===== src/hw/rtl/scc_pkg.sv =====
package scc_pkg;

  localparam int CFG_W   = 11;
  localparam int NODE_IW = 11;
  localparam int CNT_OW  = 11;

  typedef enum logic [4:0] {
    CMD_NONE,
    CMD_CLR_ALL,
    CMD_CLR_VIS,
    CMD_EDGE_ACC,
    CMD_EDGE_WR,
    CMD_SOLVE_START,
    CMD_P1_RD,
    CMD_P1_NEXT,
    CMD_WALK_BEGIN,
    CMD_WALK_TOP,
    CMD_P2_START,
    CMD_P2_RD,
    CMD_P2_CHK,
    CMD_W_FIN,
    CMD_W_POP,
    CMD_W_RD,
    CMD_W_EDGE,
    CMD_W_PUSH_RD,
    CMD_W_PUSH,
    CMD_RESULT
  } cmd_t;

  typedef struct packed {
    logic edge_ok;
    logic p_zero;
    logic sp_one;
    logic i_done;
    logic j_zero;
    logic visit_rd;
    logic t_ok;
    logic v_ok;
    logic clr_last;
    logic out_valid;
    logic rec;
  } stat_t;

endpackage


===== src/hw/rtl/scc_ctrl.sv =====
module scc_ctrl
  import scc_pkg::*;
(
  input  logic  clk,
  input  logic  rst_n,
  input  logic  in_valid,
  input  logic  in_op,
  input  stat_t stat,
  output logic  in_ready,
  output cmd_t  cmd
);

  typedef enum logic [4:0] {
    S_RST_CLR, S_IDLE, S_EDGE, S_P1, S_P1C, S_WTOP, S_WL, S_WPOP, S_WE, S_WV,
    S_WP, S_RET, S_CLRV, S_P2S, S_P2, S_P2R, S_P2C, S_DONE, S_CLRA
  } state_t;

  state_t state_r, state_nxt;

  always_comb begin
    state_nxt = state_r;
    cmd       = CMD_NONE;
    case (state_r)
      S_RST_CLR: begin
        cmd = CMD_CLR_ALL;
        if (stat.clr_last) state_nxt = S_IDLE;
      end
      S_IDLE: begin
        if (in_valid) begin
          if (!in_op) begin
            cmd = CMD_EDGE_ACC;
            if (stat.edge_ok) state_nxt = S_EDGE;
          end else begin
            cmd       = CMD_SOLVE_START;
            state_nxt = S_P1;
          end
        end
      end
      S_EDGE: begin
        cmd       = CMD_EDGE_WR;
        state_nxt = S_IDLE;
      end
      S_P1: begin
        if (stat.i_done) begin
          state_nxt = S_CLRV;
        end else begin
          cmd       = CMD_P1_RD;
          state_nxt = S_P1C;
        end
      end
      S_P1C: begin
        if (stat.visit_rd) begin
          cmd       = CMD_P1_NEXT;
          state_nxt = S_P1;
        end else begin
          cmd       = CMD_WALK_BEGIN;
          state_nxt = S_WTOP;
        end
      end
      S_WTOP: begin
        cmd       = CMD_WALK_TOP;
        state_nxt = S_WL;
      end
      S_WL: begin
        if (stat.p_zero) begin
          cmd       = CMD_W_FIN;
          state_nxt = stat.sp_one ? S_RET : S_WPOP;
        end else begin
          cmd       = CMD_W_RD;
          state_nxt = S_WE;
        end
      end
      S_WPOP: begin
        cmd       = CMD_W_POP;
        state_nxt = S_WL;
      end
      S_WE: begin
        cmd       = CMD_W_EDGE;
        state_nxt = S_WV;
      end
      S_WV: begin
        if (stat.t_ok && !stat.visit_rd) begin
          cmd       = CMD_W_PUSH_RD;
          state_nxt = S_WP;
        end else begin
          state_nxt = S_WL;
        end
      end
      S_WP: begin
        cmd       = CMD_W_PUSH;
        state_nxt = S_WL;
      end
      S_RET: begin
        if (stat.rec) begin
          cmd       = CMD_P1_NEXT;
          state_nxt = S_P1;
        end else begin
          state_nxt = S_P2;
        end
      end
      S_CLRV: begin
        cmd = CMD_CLR_VIS;
        if (stat.clr_last) state_nxt = S_P2S;
      end
      S_P2S: begin
        cmd       = CMD_P2_START;
        state_nxt = S_P2;
      end
      S_P2: begin
        if (stat.j_zero) begin
          state_nxt = S_DONE;
        end else begin
          cmd       = CMD_P2_RD;
          state_nxt = S_P2R;
        end
      end
      S_P2R: begin
        cmd       = CMD_P2_CHK;
        state_nxt = S_P2C;
      end
      S_P2C: begin
        if (stat.v_ok && !stat.visit_rd) begin
          cmd       = CMD_WALK_BEGIN;
          state_nxt = S_WTOP;
        end else begin
          state_nxt = S_P2;
        end
      end
      S_DONE: begin
        if (!stat.out_valid) begin
          cmd       = CMD_RESULT;
          state_nxt = S_CLRA;
        end
      end
      S_CLRA: begin
        cmd = CMD_CLR_ALL;
        if (stat.clr_last) state_nxt = S_IDLE;
      end
      default: state_nxt = S_RST_CLR;
    endcase
  end

  assign in_ready = (state_r == S_IDLE);

  always_ff @(posedge clk) begin
    if (!rst_n) begin
      state_r <= S_RST_CLR;
    end else begin
      state_r <= state_nxt;
    end
  end

endmodule


===== config.mk =====
export PLATFORM = sky130hd
export DESIGN_NAME = scc_ctrl
export DESIGN_NICKNAME = d
export VERILOG_FILES = /design/src/hw/rtl/scc_pkg.sv /design/src/hw/rtl/scc_ctrl.sv
export SDC_FILE = /design/constraint.sdc
export NUM_CORES = 1
export LEC_CHECK = 0
export ABC_AREA = 1
export BUFFER_PORTS_ARGS = -buffer_cell sky130_fd_sc_hd__clkbuf_2
export CAP_MARGIN = 20
export CORE_ASPECT_RATIO = 0.75
export CORE_MARGIN = 1
export CORE_UTILIZATION = 25
export DETAILED_ROUTE_END_ITERATION = 8
export GPL_TIMING_DRIVEN = 0
export PLACE_DENSITY = 0.46
export RECOVER_POWER = 25
export SKIP_LAST_GASP = 1
export SYNTH_ARGS = -nofsm -noshare
export SYNTH_HDL_FRONTEND = slang
export SYNTH_SLANG_ARGS = --single-unit
export TNS_END_PERCENT = 20

===== constraint.sdc =====
create_clock -name clk -period 2.3 [get_ports clk]
set_clock_uncertainty 0.15 [all_clocks]
set_input_delay 0.46 -clock clk [delete_from_list [all_inputs] [get_ports clk]]
set_output_delay 0.46 -clock clk [all_outputs]
set_load 0.005 [all_outputs]

==> flow_summary.rst <==
.. list-table::
   :header-rows: 1

   * - Metric
     - Value
   * - HPWL after detailed placement
     - between 1.5 and 2 mm
   * - Startpoint type of the worst setup path
     - flip-flop
   * - Worst skew pair latency
     - 0.22 ns
   * - Port Buf Inserts
     - 20
   * - Area fraction of the dominant cell type after synthesis
     - 0.232
   * - Slowest Stage Delay on Critical Path
     - 0.38 ns
   * - P_int
     - 402 uW
   * - Power density over cell area
     - slightly above 800 nW/um2
   * - Flip-flop count of the largest register after layout
     - 5
   * - Global route total overflow
     - 0
   * - Mapped Cells
     - about 140
   * - Vias in the first global route
     - between 800 and 900
   * - Final Cycle Share
     - 0.964
   * - CP arrival
     - ~1.6 ns
   * - Diode insertion count for antenna repair
     - 0
   * - Top Registers
     - state_r (5)
   * - Vias after detailed routing
     - between 900 and 1000
   * - Class of the worst hold path
     - in -> reg
   * - Nature of the critical path endpoint
     - output pin
   * - Setup violations, final
     - 0
   * - Flop and latch count out of synthesis
     - 5
   * - Sink Count
     - 5
   * - Timing-limited maximum frequency
     - 0.451 GHz
   * - Top cell type by total area after synthesis
     - sky130_fd_sc_hd__nand2_1
   * - Switching component of the power
     - ~390 uW
   * - Commonest non-fill, non-tap cell in the layout
     - sky130_fd_sc_hd__nand2_1
   * - Number of library cell types mapped by synthesis
     - 19
   * - DRC violation count after routing
     - 0
   * - Total wire length
     - 2.29 mm
   * - Routed wire length per instance
     - 11.5 um
   * - Clock transition at path regs
     - 0.03 ns
   * - Violation count after the first detailed-route iteration
     - 46
   * - Setup repair after global routing missed its margin
     - no
   * - I/O pin cnt
     - 21
   * - Switching Fraction
     - 0.489
   * - CTS H-Tree Depth
     - 1
   * - First-pass iteration count of the detailed router
     - 4
   * - Number of nets in the final layout
     - roughly 180
   * - Final-report hold violation count
     - 0
   * - Slowest cell on the critical path
     - sky130_fd_sc_hd__dfxtp_2
   * - Post-route minimum period
     - 2.22 ns
   * - Avg Cell Area, Syn
     - 5.35 um2
   * - Clock Root Buffer
     - sky130_fd_sc_hd__clkbuf_8
   * - Series of cell instances along the critical path
     - inv_2, nor2_4, nand2_1, nor2_1, nand3_1, nand2_1, nor2_1, nand2_1, clkbuf_2
   * - Part of the power in combinational logic
     - 0.606
   * - Syn_nets
     - 154
   * - Antenna Violating Nets Remaining
     - 0
   * - Max-slew violation total from the final report
     - 0
   * - TritonCTS clock tree
     - done
   * - Ratio of cells with drive above 1 in the final layout
     - 0.319
   * - Worst EP required
     - 1.69 ns
   * - Die width
     - 65.0 um
   * - Count of hold-fix buffers inserted at cts
     - 0
   * - Area added between synthesis and finish
     - 28.5%
   * - Setup Crit Path Kind
     - reg -> out
   * - First-pass GRT wire length
     - 3.72 mm
   * - Starting utilization of the core area
     - 0.273
   * - Placeable core region
     - 2720 um2
   * - Max-Cap Viols
     - 0
   * - Largest net degree at the start of global routing
     - 11
   * - Cells taking the most area after synthesis
     - sky130_fd_sc_hd__nand2_1, sky130_fd_sc_hd__dfxtp_1, sky130_fd_sc_hd__nor2_1
   * - Sequential element share of the synthesized area
     - 0.135
   * - Die Y
     - 49.2 um
   * - Cell leakage power
     - 0.000498 uW
   * - Vias/cell
     - 4.76
   * - Number of warnings printed during yosys synthesis
     - 0
   * - Die Area
     - 3200 um2
   * - Maximum clock path buffer count
     - 2
   * - Result of the run
     - completed
   * - Fraction of power consumed by sequential logic
     - 0.190
   * - Tightest Pin Transition
     - 0.373 ns
   * - Final standard cell area without fillers
     - approximately 950 um2
   * - Most used cell along the critical path
     - sky130_fd_sc_hd__nand2_1
   * - Clk pwr share
     - 0.204
   * - Antenna violations before repair
     - 0
   * - Clock buffer count from CTS
     - 3
   * - Placed cell areas
     - 888 um2
   * - Largest fanout of any net on the critical path
     - 5
   * - Most frequent cells in the layout
     - sky130_fd_sc_hd__nand2_1, sky130_fd_sc_hd__clkbuf_2, sky130_fd_sc_hd__nor2_1
   * - Routability Congestion
     - roughly 0.84
   * - Register containing the most flip-flops in the final layout
     - state_r
   * - Total number of placement rows
     - 16
   * - Headroom to the max-slew limit
     - 0.751
   * - Setup TNS
     - 0 ns
   * - Total track usage
     - 0.152
   * - Syn Std Cell Area
     - roughly 740 um2
   * - VDD IR max
     - 241 uV
cells by family after synthesis:
group / Yosys count / share of synthesized area
simple gates: 99 / 0.635
flops: 5 / 0.135
buf+inv: 17 / 0.0959
compound gates: 18 / 0.135
synth_stat cells:
master,n
sky130_fd_sc_hd__nand2_2,5
sky130_fd_sc_hd__a31oi_1,1
sky130_fd_sc_hd__inv_1,12
sky130_fd_sc_hd__o211ai_1,2
sky130_fd_sc_hd__inv_2,4
sky130_fd_sc_hd__dfxtp_1,5
sky130_fd_sc_hd__a21oi_1,6
sky130_fd_sc_hd__buf_6,1
sky130_fd_sc_hd__nor3_1,4
sky130_fd_sc_hd__nand2_1,46
sky130_fd_sc_hd__a21oi_2,1
sky130_fd_sc_hd__nand4_1,4
sky130_fd_sc_hd__o21ai_0,8
sky130_fd_sc_hd__nor2_1,18
sky130_fd_sc_hd__nor3b_1,1
sky130_fd_sc_hd__nor2_2,4
sky130_fd_sc_hd__nand3_1,11
sky130_fd_sc_hd__nand2_4,1
sky130_fd_sc_hd__nor2_4,5
routing by layer:
layer,wire [um],GRT usage
met1,1260,0.232
met2,882,0.210
met3,124,0.0374
met4,21,0.0296
met5,0,0
final timing paths:
path / startpoint / end / slack, ns / depth (start not counted)
worst max-delay path: state_r[0] / cmd[4] / 0.08 / 9
worst min-delay path: rst_n / state_r[2] / 0.30 / 3
worst max register to register: state_r[4] / state_r[0] / 0.69 / 10
worst min register to register: state_r[1] / state_r[1] / 0.39 / 2
timing repair:
action,4_1_cts,5_1_grt
gates resized for setup,3,8
setup buffers,0,0
endpoints found under the setup margin,1,5
pin swaps,0,2
critical path, delay by kind of cell (launching register included):
kind,cells,cell delay [ns]
buf+inv,2,0.17
flops,1,0.38
simple gates,7,0.83
cell type report:
class,instances,area (um2)
fillers,339,1770
inverters,16,62.6
well taps,36,45.0
repair buffers,20,100
clock buffers,4,45.0
multi-input cells,117,587
plain buffers,1,11.3
flip-flops and latches,5,104
power by group through the flow:
| stage | registers, uW | clock network, uW | logic, uW |
|---|---|---|---|
| 3_3_place_gp | 146 | 0 | 470 |
| 2_1_floorplan | 141 | 0 | 339 |
| 4_1_cts | 147 | 165 | 470 |
| 3_5_place_dp | 147 | 0 | 467 |
| 6_report | 150 | 161 | 477 |
| 5_1_grt | 152 | 174 | 531 |
metrics by stage:
step	setup slack, ns	utilization	total power [uW]	instances	hold WS [ns]
floorplan	0.555	-	479	139	0.408
global placement	0.144	0.326	617	195	0.436
detailed placement	0.162	0.326	614	195	0.446
CTS	0.0110	0.344	783	199	0.302
global route	0.00199	0.351	857	199	0.319
finish	0.0838	0.351	788	199	0.302
Power figures use the tool's default switching activity.
